`config.mk`:
```
export PLATFORM = sky130hd
export DESIGN_NAME = obj_face_point_parser
export DESIGN_NICKNAME = d
export VERILOG_FILES = /design/src/design/ofp_pkg.sv /design/src/design/ofp_front.sv /design/src/design/ofp_tok_fifo.sv /design/src/design/ofp_back.sv /design/src/design/obj_face_point_parser.sv
export SDC_FILE = /design/constraint.sdc
export NUM_CORES = 1
export LEC_CHECK = 0
export ABC_AREA = 0
export BUFFER_PORTS_ARGS = -buffer_cell sky130_fd_sc_hd__buf_2
export CAP_MARGIN = 20
export CORE_ASPECT_RATIO = 0.9
export CORE_MARGIN = 1
export CORE_UTILIZATION = 60
export CTS_BUF_LIST = sky130_fd_sc_hd__clkbuf_4
export CTS_CLUSTER_SIZE = 25
export DETAILED_ROUTE_END_ITERATION = 6
export PLACE_DENSITY = 0.88
export SYNTH_ARGS = -nofsm -noshare
export SYNTH_HDL_FRONTEND = slang
export SYNTH_SLANG_ARGS = --single-unit
```
`constraint.sdc`:
```
create_clock -name clk -period 6.4 [get_ports clk]
set_input_delay 1.6 -clock clk [delete_from_list [all_inputs] [get_ports clk]]
set_output_delay 1.6 -clock clk [all_outputs]
set_load 0.01 [all_outputs]
```
`src/design/ofp_pkg.sv`:
```
`timescale 1ns / 1ps

package ofp_pkg;

  localparam int IDX_W = 32;
  localparam logic [IDX_W-1:0] IDX_CAP = IDX_W'(1) << (IDX_W - 1);
  localparam int ACC_EXT_W = IDX_W + 4;
  localparam int OUT_W = 32;

  localparam int FIFO_DEPTH = 4;
  localparam int FIFO_PTR_W = $clog2(FIFO_DEPTH);

  typedef enum logic [2:0] {
    CLS_DIGIT,
    CLS_PLUS,
    CLS_MINUS,
    CLS_SLASH,
    CLS_SPACE,
    CLS_OTHER
  } ofp_cls_t;

  typedef struct packed {
    ofp_cls_t   cls;
    logic [3:0] digit;
  } ofp_tok_t;

  typedef enum logic [1:0] {
    KIND_V   = 2'd0,
    KIND_VT  = 2'd1,
    KIND_VN  = 2'd2,
    KIND_VTN = 2'd3
  } ofp_kind_t;

  typedef enum logic {
    ST_IDLE,
    ST_POINT
  } ofp_state_t;

  localparam logic [1:0] POS_FIRST  = 2'd0;
  localparam logic [1:0] POS_SECOND = 2'd1;
  localparam logic [1:0] POS_THIRD  = 2'd2;

  // sign-extend or truncate an index to the output width
  function automatic logic [OUT_W-1:0] to_out(logic [IDX_W-1:0] v);
    logic signed [IDX_W-1:0] s;
    s = signed'(v);
    return OUT_W'(64'(s));
  endfunction

endpackage

```
`src/design/ofp_front.sv`:
```
`timescale 1ns / 1ps

module ofp_front (
  input  logic            s_tvalid,
  output logic            s_tready,
  input  logic [7:0]      s_tdata,   // [7:0] ch
  input  logic            q_full,
  output logic            q_push,
  output ofp_pkg::ofp_tok_t q_tok
);

  assign s_tready = !q_full;
  assign q_push   = s_tvalid && !q_full;

  always_comb begin
    q_tok.digit = s_tdata[3:0];
    unique case (s_tdata) inside
      [8'h30:8'h39]:          q_tok.cls = ofp_pkg::CLS_DIGIT;
      8'h2B:                  q_tok.cls = ofp_pkg::CLS_PLUS;
      8'h2D:                  q_tok.cls = ofp_pkg::CLS_MINUS;
      8'h2F:                  q_tok.cls = ofp_pkg::CLS_SLASH;
      8'h00, 8'h20, [8'h09:8'h0D]: q_tok.cls = ofp_pkg::CLS_SPACE;
      default:                q_tok.cls = ofp_pkg::CLS_OTHER;
    endcase
  end

endmodule

```
`src/design/ofp_tok_fifo.sv`:
```
`timescale 1ns / 1ps

module ofp_tok_fifo (
  input  logic              clk,
  input  logic              rst,
  input  logic              push,
  input  ofp_pkg::ofp_tok_t push_tok,
  output logic              full,
  input  logic              pop,
  output logic              pop_valid,
  output ofp_pkg::ofp_tok_t pop_tok
);

  ofp_pkg::ofp_tok_t                mem [ofp_pkg::FIFO_DEPTH];
  logic [ofp_pkg::FIFO_PTR_W-1:0]   wr_ptr;
  logic [ofp_pkg::FIFO_PTR_W-1:0]   rd_ptr;
  logic [ofp_pkg::FIFO_PTR_W:0]     count;
  logic                             do_pop;

  assign full      = (count == (ofp_pkg::FIFO_PTR_W + 1)'(ofp_pkg::FIFO_DEPTH));
  assign pop_valid = (count != '0);
  assign pop_tok   = mem[rd_ptr];
  assign do_pop    = pop && pop_valid;

  always_ff @(posedge clk) begin
    if (push) begin
      mem[wr_ptr] <= push_tok;
    end
  end

  always_ff @(posedge clk) begin
    if (rst) begin
      wr_ptr <= '0;
      rd_ptr <= '0;
      count  <= '0;
    end else begin
      if (push) wr_ptr <= wr_ptr + 1'b1;
      if (do_pop) rd_ptr <= rd_ptr + 1'b1;
      if (push && !do_pop) begin
        count <= count + 1'b1;
      end else if (do_pop && !push) begin
        count <= count - 1'b1;
      end
    end
  end

endmodule

```
`src/design/ofp_back.sv`:
```
`timescale 1ns / 1ps

module ofp_back (
  input  logic              clk,
  input  logic              rst,
  input  logic              tok_valid,
  input  ofp_pkg::ofp_tok_t tok,
  output logic              tok_ready,
  output logic              m_tvalid,
  input  logic              m_tready,
  output logic [95:0]       m_tdata,  // [31:0] vertex_index, [63:32] texcoord_index,
                                      // [95:64] normal_index
  output logic [3:0]        m_tuser   // [1:0] point_kind, [2] range_error, [3] kind_mismatch
);

  ofp_pkg::ofp_state_t          state, state_next;
  logic [1:0]                   pos, pos_next;
  logic [ofp_pkg::IDX_W-1:0]    acc, acc_next;
  logic                         neg, neg_next;
  logic                         started, started_next;
  logic [ofp_pkg::IDX_W-1:0]    saved_first, saved_first_next;
  logic [ofp_pkg::IDX_W-1:0]    saved_second, saved_second_next;
  logic                         ovf, ovf_next;
  logic                         rk_valid;
  ofp_pkg::ofp_kind_t           rk;

  logic                         pop, act, is_sign, is_bad, emit;
  logic [ofp_pkg::ACC_EXT_W-1:0] acc_ext, prod;
  logic [ofp_pkg::IDX_W-1:0]    fin_val;
  logic                         fin_ovf;
  logic [ofp_pkg::IDX_W-1:0]    v_val, t_val, n_val;
  ofp_pkg::ofp_kind_t           kind;

  logic                         out_valid;
  logic [ofp_pkg::OUT_W-1:0]    out_v, out_t, out_n;
  ofp_pkg::ofp_kind_t           out_kind;
  logic                         out_range, out_mis;

  assign tok_ready = !out_valid || m_tready;
  assign pop       = tok_valid && tok_ready;
  assign act       = pop && (state == ofp_pkg::ST_POINT || tok.cls != ofp_pkg::CLS_SPACE);
  assign is_sign   = (tok.cls == ofp_pkg::CLS_PLUS) || (tok.cls == ofp_pkg::CLS_MINUS);
  assign is_bad    = (tok.cls == ofp_pkg::CLS_OTHER) || (is_sign && started);
  assign emit      = act && (is_bad || tok.cls == ofp_pkg::CLS_SPACE ||
                             (tok.cls == ofp_pkg::CLS_SLASH && pos == ofp_pkg::POS_THIRD));

  // times ten plus digit, saturating at the cap
  assign acc_ext = ofp_pkg::ACC_EXT_W'(acc);
  assign prod    = (acc_ext << 3) + (acc_ext << 1) + ofp_pkg::ACC_EXT_W'(tok.digit);

  // close the current field, clamped to the signed limits
  always_comb begin
    fin_ovf = 1'b0;
    if (neg) begin
      if (acc >= ofp_pkg::IDX_CAP) begin
        fin_ovf = 1'b1;
        fin_val = '0 - ofp_pkg::IDX_CAP;
      end else begin
        fin_val = '0 - acc;
      end
    end else begin
      if (acc >= ofp_pkg::IDX_CAP - 1'b1) begin
        fin_ovf = 1'b1;
        fin_val = ofp_pkg::IDX_CAP - 1'b1;
      end else begin
        fin_val = acc;
      end
    end
  end

  always_comb begin
    unique case (pos)
      ofp_pkg::POS_FIRST: begin
        v_val = fin_val;
        t_val = '0;
        n_val = '0;
        kind  = ofp_pkg::KIND_V;
      end
      ofp_pkg::POS_SECOND: begin
        v_val = saved_first;
        t_val = fin_val;
        n_val = '0;
        kind  = ofp_pkg::KIND_VT;
      end
      default: begin
        v_val = saved_first;
        t_val = saved_second;
        n_val = fin_val;
        kind  = (saved_second == '0) ? ofp_pkg::KIND_VN : ofp_pkg::KIND_VTN;
      end
    endcase
  end

  // next state
  always_comb begin
    state_next = state;
    unique case (state)
      ofp_pkg::ST_IDLE: begin
        if (act && !emit) state_next = ofp_pkg::ST_POINT;
      end
      ofp_pkg::ST_POINT: begin
        if (emit) state_next = ofp_pkg::ST_IDLE;
      end
      default: state_next = ofp_pkg::ST_IDLE;
    endcase
  end

  // field registers
  always_comb begin
    pos_next          = pos;
    acc_next          = acc;
    neg_next          = neg;
    started_next      = started;
    saved_first_next  = saved_first;
    saved_second_next = saved_second;
    ovf_next          = ovf;
    if (emit) begin
      pos_next          = ofp_pkg::POS_FIRST;
      acc_next          = '0;
      neg_next          = 1'b0;
      started_next      = 1'b0;
      saved_first_next  = '0;
      saved_second_next = '0;
      ovf_next          = 1'b0;
    end else if (act) begin
      case (tok.cls)
        ofp_pkg::CLS_DIGIT: begin
          started_next = 1'b1;
          if (prod > ofp_pkg::ACC_EXT_W'(ofp_pkg::IDX_CAP)) begin
            acc_next = ofp_pkg::IDX_CAP;
          end else begin
            acc_next = prod[ofp_pkg::IDX_W-1:0];
          end
        end
        ofp_pkg::CLS_PLUS, ofp_pkg::CLS_MINUS: begin
          started_next = 1'b1;
          neg_next     = (tok.cls == ofp_pkg::CLS_MINUS);
        end
        ofp_pkg::CLS_SLASH: begin
          ovf_next     = ovf || fin_ovf;
          acc_next     = '0;
          neg_next     = 1'b0;
          started_next = 1'b0;
          if (pos == ofp_pkg::POS_FIRST) begin
            saved_first_next = fin_val;
            pos_next         = ofp_pkg::POS_SECOND;
          end else begin
            saved_second_next = fin_val;
            pos_next          = ofp_pkg::POS_THIRD;
          end
        end
        default: ;
      endcase
    end
  end

  always_ff @(posedge clk) begin
    if (rst) begin
      state        <= ofp_pkg::ST_IDLE;
      pos          <= ofp_pkg::POS_FIRST;
      acc          <= '0;
      neg          <= 1'b0;
      started      <= 1'b0;
      saved_first  <= '0;
      saved_second <= '0;
      ovf          <= 1'b0;
      rk_valid     <= 1'b0;
      rk           <= ofp_pkg::KIND_V;
      out_valid    <= 1'b0;
    end else begin
      state        <= state_next;
      pos          <= pos_next;
      acc          <= acc_next;
      neg          <= neg_next;
      started      <= started_next;
      saved_first  <= saved_first_next;
      saved_second <= saved_second_next;
      ovf          <= ovf_next;
      if (emit) begin
        rk_valid  <= 1'b1;
        rk        <= kind;
        out_valid <= 1'b1;
      end else if (m_tready) begin
        out_valid <= 1'b0;
      end
    end
  end

  always_ff @(posedge clk) begin
    if (emit) begin
      out_v     <= ofp_pkg::to_out(v_val);
      out_t     <= ofp_pkg::to_out(t_val);
      out_n     <= ofp_pkg::to_out(n_val);
      out_kind  <= kind;
      out_range <= ovf || fin_ovf || is_bad;
      out_mis   <= rk_valid && (rk != kind);
    end
  end

  assign m_tvalid = out_valid;
  assign m_tdata  = {out_n, out_t, out_v};
  assign m_tuser  = {out_mis, out_range, out_kind};

endmodule

```
`src/design/obj_face_point_parser.sv`:
```
// OBJ face point parser. Takes one character of a face line per transfer and
// emits one result per point (three indices, kind, range and kind-mismatch
// flags) when whitespace, NUL, a bad character or a third '/' ends the point.
// It sustains one character per clock while the token queue is not full; the limit
// is the back end's times-ten-plus-digit accumulator update. A result is
// registered in the back end's output register after the character that ends
// the point has passed through the token queue. A four-entry token queue
// separates the character classifier from the parser, so while a result waits
// to be taken the input side keeps accepting characters until the queue holds four.
`timescale 1ns / 1ps

module obj_face_point_parser (
  input  logic         clk,
  input  logic         rst,
  input  logic         s_tvalid,
  output logic         s_tready,
  input  logic [7:0]   s_tdata,   // [7:0] ch
  output logic         m_tvalid,
  input  logic         m_tready,
  output logic [95:0]  m_tdata,   // [31:0] vertex_index, [63:32] texcoord_index,
                                  // [95:64] normal_index
  output logic [3:0]   m_tuser    // [1:0] point_kind, [2] range_error, [3] kind_mismatch
);

  logic              q_full, q_push, q_pop, q_valid;
  ofp_pkg::ofp_tok_t q_in_tok, q_out_tok;

  ofp_front u_front (
    .s_tvalid (s_tvalid),
    .s_tready (s_tready),
    .s_tdata  (s_tdata),
    .q_full   (q_full),
    .q_push   (q_push),
    .q_tok    (q_in_tok)
  );

  ofp_tok_fifo u_fifo (
    .clk       (clk),
    .rst       (rst),
    .push      (q_push),
    .push_tok  (q_in_tok),
    .full      (q_full),
    .pop       (q_pop),
    .pop_valid (q_valid),
    .pop_tok   (q_out_tok)
  );

  ofp_back u_back (
    .clk       (clk),
    .rst       (rst),
    .tok_valid (q_valid),
    .tok       (q_out_tok),
    .tok_ready (q_pop),
    .m_tvalid  (m_tvalid),
    .m_tready  (m_tready),
    .m_tdata   (m_tdata),
    .m_tuser   (m_tuser)
  );

endmodule

```
**Yosys cells after proc, flatten, opt, wreduce, memory -nomap -nowiden**

Memories as Yosys holds them, arrays and structs flattened. A register that Yosys moved wholly into a read port is not among the register bits.
Index checks and enable logic that the tools add are counted.
W data, S select, Z words.

- Input bits: 12
- Memories: 1
- Memory bits (writable): 28
- Register bits: 213
- Word-level logic and storage cells: 123
- Output and inout port bits: 102

Memory list:

| memory | words | bits a word | rd ports | clocked after memory_dff | wr ports | line | text |
|---|---|---|---|---|---|---|---|
| u_fifo.mem | 4 | 7 | 1 | 1 | 1 | ofp_tok_fifo.sv:14 | `ofp_pkg::ofp_tok_t mem [ofp_pkg::FIFO_DEPTH];` |

- Equality and inequality tests: 14
- Multiplexer cells: 27
- Magnitude comparators: 7
- Add/subtract/negate cells: 7
- Bitwise logic cells: 2
- Reductions and logical operators: 45

Operators with widths:

| kind | count |
|---|---|
| $mux W32 | 5 |
| $pmux W32 S2 | 2 |
| $add A35 B33 Y36 | 1 |
| $add A36 B4 Y36 | 1 |
| $gt A36 B32 Y1 const B | 1 |
| $eq A8 B6 Y1 const B | 4 |
| $ge A32 B31 Y1 const B | 1 |
| $ge A32 B32 Y1 const B | 1 |
| $logic_not A32 Y1 | 1 |
| $sub A1 B32 Y32 const A | 1 |
| $pmux W3 S5 | 1 |
| $logic_and A1 B1 Y1 | 12 |
| $mux W1 | 10 |
| $reduce_bool A2 Y1 | 5 |
| $eq A3 B3 Y1 const B | 3 |
| $ge A8 B4 Y1 const B | 1 |
| $ge A8 B6 Y1 const B | 1 |
| $le A8 B4 Y1 const B | 1 |
| $le A8 B6 Y1 const B | 1 |
| $logic_not A8 Y1 | 1 |
| $logic_or A1 B1 Y1 | 8 |
| $reduce_and A2 Y1 | 4 |
| $eq A3 B2 Y1 const B | 2 |
| $mux W2 | 3 |
| 19 further kinds | 31 |

**Depth between registers and ports, before layout**

- Word-level depth: 11
- Gate-level depth with buffers: 17
- Mapped depth without buffers: 14

**By module**

From an unflattened synthesis, not the netlist that was laid out.

- Cell total of the unflattened synthesis: 1244
- Area, all modules: 12744.7 um^2

By module, submodules not included:

| module | area each (um^2) | seq. area each (um^2) | times used | cells an instance |
|---|---|---|---|---|
| ofp_back | 11113.2 | 5124.9 | 1 | 1142 |
| ofp_tok_fifo | 1475.2 | 1021.0 | 1 | 81 |
| ofp_front | 156.4 | 0.0 | 1 | 21 |

**Least setup slack after synthesis**

Ideal clock, no wire load.

- Kind: input to register
- Start point: input m_tready
- End point: register u_back.acc[29] (netlist name)
- Setup time: 122 ps
- Stages on the path: 10
- Setup slack: 1453 ps
- Buffers on the path: 2
- Arrival: 4826 ps
- Required time: 6278 ps
- Path through: nand2b_1 > o31a_1 > o31ai_1 > a31oi_4 > nor2_2 > and3_1 > clkbuf_1 > buf_2 > nand2_1 > o31ai_2

- Word-level cells in the longest chain between the ends: 5
- Elaborated cells on any way between the ends: 6
- Classes of those cells: reduce/logical (6)

Ends and longest elaborated chain:

| item | line | text |
|---|---|---|
| start: declaration | obj_face_point_parser.sv:19 | `input logic m_tready,` |
| $logic_or A1 B1 Y1 | ofp_back.sv:39 | `assign tok_ready = !out_valid \|\| m_tready;` |
| $logic_and A1 B1 Y1 | ofp_back.sv:40 | `assign pop = tok_valid && tok_ready;` |
| $logic_and A1 B1 Y1 | ofp_back.sv:41 | `assign act = pop && (state == ofp_pkg::ST_POINT \|\| tok.cls != ofp_pkg::CLS_SPACE);` |
| $logic_and A1 B1 Y1 | ofp_back.sv:44 | `assign emit = act && (is_bad \|\| tok.cls == ofp_pkg::CLS_SPACE \|\|` |
| via u_back.emit | ofp_back.sv:27 | `logic pop, act, is_sign, is_bad, emit;` |
| $reduce_or A2 Y1 (no source line) | - |  |
| end signal: assignment | ofp_back.sv:173 | `acc <= acc_next;` |
| end: declaration | ofp_back.sv:18 | `logic [ofp_pkg::IDX_W-1:0] acc, acc_next;` |

The timed path passes the listed nets, and every way through them passes these cells.
A chain may end at the register's enable or synchronous reset.

==> summary.md <==
| Metric | Value |
|---|---|
| Status | complete, no violations |
| Final Cycle Share | 0.771 |
| Number of remaining DRC errors | 0 |
| Synth warn | 0 |
| RSZ-0062 raised after global routing | no |
| Worst Max-Slew Pin Slew | 1.13 ns |
| Avg Cell Area, Syn | 9.75 um2 |
| Yosys cell types | 76 |
| Final count of hold timing violations | 0 |
| CP Buf/Inv Count | 2 |
| Global-route wire length before repair | 48500 um |
| CTS sink cnt | 243 |
| Power per standard cell area | 333 mW/mm2 |
| # resized after CTS | 0 |
| Clock buffer depth | 3 |
| Die ar. | 0.0214 mm2 |
| WL met3 | 2460 um |
| R2r endpoint | u_back.acc[10] |
| Tot GR Track Use | 0.279 |
| Routed length on met2 | 14200 um |
| Share of cells above drive strength 1 | 0.185 |
| Die width | 154 um |
| Fin Setup TNS | 0 ns |
| H-tree levels | 2 |
| Clock Skew | 0.0340 ns |
| FF-to-FF path depth | 14 |
| Crit. End Element | register |
| DR vias | 10.4k |
| Die height | 139 um |
| Root buffer cell | clkbuf_4 |
| Vias per cell | 6.18 |
| Top Metal Used | met5 |
| Slowest-stage cell, CP | dfxtp_1 |
| Flops & latches, synth | 243 |
| Synth top cells by count | nand2_1, nor2_1, edfxtp_1, dfxtp_1, a21oi_1 |
| Core Box Area | 0.0202 mm2 |
| Placed Instances | 1579 |
| Final cell utilization of the core | 0.686 |
| DPL Wire Length | 20800 um |
| Top FF cell, synth | edfxtp_1 |
| Setup Fix Bufs, Post-CTS | 0 |
| Std-Cell Rows | 49 |
| Largest net degree at the start of global routing | 84 |
| Max incr delay on CP | 0.62 ns |
| DRT Wirelength | 30100 um |
| Maxcap violations | 0 |
| Effective utilization at floorplan | 0.619 |
| DR pass1 iterations | 5 |
| Filler cells | 1445 |
| GPL Wtd Cong | 0.965 |
| DRT iter0 DRCs | 911 |
| Peak Freq | 203 MHz |
| Clock transition at path regs | 0.07 ns |
| Vias in the first global route | 9893 |
| WHS Path Cells | 2 |
| Most common cell in the netlist | nand2_1 |
| CP startpoint kind | register |
| Post-Syn Area | 0.0125 mm2 |
| Final min period | 4.94 ns |
| Post-Synthesis Cells | 1284 |
| Antenna violations before repair | 1 |
| # IOs | 114 |
| Critical Path Fanout Max | 31 |
| EDFF count, synth | 128 |
| Synth area leader | edfxtp_1 |
| # nets final | 1471 |
| Data required, critical path | 6.96 ns |
| Final setup vio count | 0 |
| Final std cells w/o fill | 1690 |
| Final Max Tran Viols | 0 |
| HP Class | reg -> reg |
| Max_slew headroom | 0.245 |
| Met1 wire length | 12700 um |
| Antenna Nets Post-Route | 0 |
| Routed wire per std cell | 17.8 um |
| Worst hold slack | 0.454 ns |
| Syn Nets | 1369 |
| Crit path kind | reg -> reg |
| Cts bufs inserted | 59 |
| Area contributors post-synth | edfxtp_1, dfxtp_1, ha_1, nand2_1, nor2_1 |
| Sequential area share after synthesis | 0.491 |
| Port bufs | 113 |
| Family with the most delay on the worst path | compound AO/OA/AOI/OAI gates |
| Area delta synth->final | 10.9% |
| CTS tree | done |
| Worst reg-to-reg setup slack | 1.46 ns |
| Hold_buf cts | 0 |
| Ys async rst share | 0 |
| Clk Latency, worst-skew pair | 0.69 ns |
| Crit-path cells | mux4_2 -> inv_1 -> fa_1 -> fa_1 -> nand2b_1 -> a21oi_1 -> o21ai_1 -> a22o_1 -> a21oi_1 -> a31oi_1 -> mux2_1 -> or4_1 -> buf_4 -> o31ai_2 |
| Static Leak | 0.00550 uW |
| Worst VDD drop | 0.000277 V |
| CP arrival | 5.49 ns |
| Total grt overflow | 0 |
| Synth top area share | 0.307 |
| Design Power | 4620 uW |
power breakdown:
part           switching (uW)  internal [uW]  leakage, uW
Clock                     606            646     0.000449
Sequential                117           2050      0.00216
Combinational             842            365      0.00290
flip-flops by register name, summed over array words and instances, names as in the netlist, named ones only:
signal / count
u_back.acc: 32
u_back.m_tvalid: 1
u_back.neg: 1
u_back.out_kind: 2
u_back.out_mis: 1
u_back.out_n: 32
u_back.out_range: 1
u_back.out_t: 32
u_back.out_v: 32
u_back.ovf: 1
u_back.pos: 2
u_back.rk: 2
u_back.rk_valid: 1
u_back.saved_first: 32
u_back.saved_second: 32
u_back.started: 1
u_fifo.count: 3
u_fifo.mem: 28
u_fifo.rd_ptr: 2
u_fifo.wr_ptr: 2
through the flow:
| step | cell area [um2] | worst slack (ns) |
|---|---|---|
| CTS | 13900 | 1.48 |
| global route | 13900 | 1.22 |
| floorplan | 12500 | 1.45 |
| detailed placement | 13100 | 1.52 |
| global placement | 13100 | 1.66 |
| finish | 13900 | 1.46 |
layout by cell type, fill, tap and decap left out, drive strengths merged, types with 23 or more instances in the layout:
| cell | n |
|---|---|
| a21oi | 86 |
| xor2 | 23 |
| dfxtp | 115 |
| nor3 | 33 |
| buf | 125 |
| nand2 | 183 |
| clkbuf | 91 |
| ha | 70 |
| o31ai | 40 |
| o21ai | 96 |
| nor2 | 149 |
| a211oi | 28 |
| edfxtp | 128 |
per-layer routing:
metal | global-route usage | vias up
met3 | 0.0538 | 74
met5 | 0 | -
met1 | 0.362 | 4918
met2 | 0.458 | 535
li1 | - | 4908
met4 | 0.118 | 2
tightest hold or removal path: stages (launching register included):
cell,delay (ns)
dfxtp_1,0.31
inv_1,0.05
a21oi_1,0.05
area by class of cell:
class / count / area (um2) / share of cell area
Sequential cell: 243 / 6150 / 0.443
Clock buffer: 91 / 683 / 0.0492
Tap cell: 255 / 319 / 0.0230
Inverter: 22 / 82.6 / 0.00595
Timing Repair Buffer: 125 / 656 / 0.0472
Multi-Input combinational cell: 935 / 5920 / 0.427
Clock inverter: 18 / 72.6 / 0.00523
Antenna cell: 1 / 2.50 / 0.000180
cell families after synthesis:
kind of cell / after synthesis / synth area share
multiplexers: 19 / 0.0226
XOR/XNOR: 38 / 0.0266
adder cells (fa/ha/maj): 73 / 0.0748
buffers and inverters: 106 / 0.0358
flip-flops: 243 / 0.491
AND/OR/NAND/NOR: 477 / 0.170
AO/OA/AOI/OAI: 328 / 0.179
worst max-delay path by stage:
stage | slack, ns | startpoint | cells past startpoint | end
final | 1.46 | register | 14 | u_back.acc[10]
after global routing | 1.22 | register | 14 | u_back.acc[6]
after CTS | 1.48 | register | 14 | u_back.acc[10]
after detailed placement | 1.52 | register | 14 | u_back.acc[6]
after global placement | 1.66 | register | 14 | u_back.acc[6]
after floorplan | 1.45 | m_tready | 10 | u_back.acc[29]
Power figures use the tool's default switching activity.
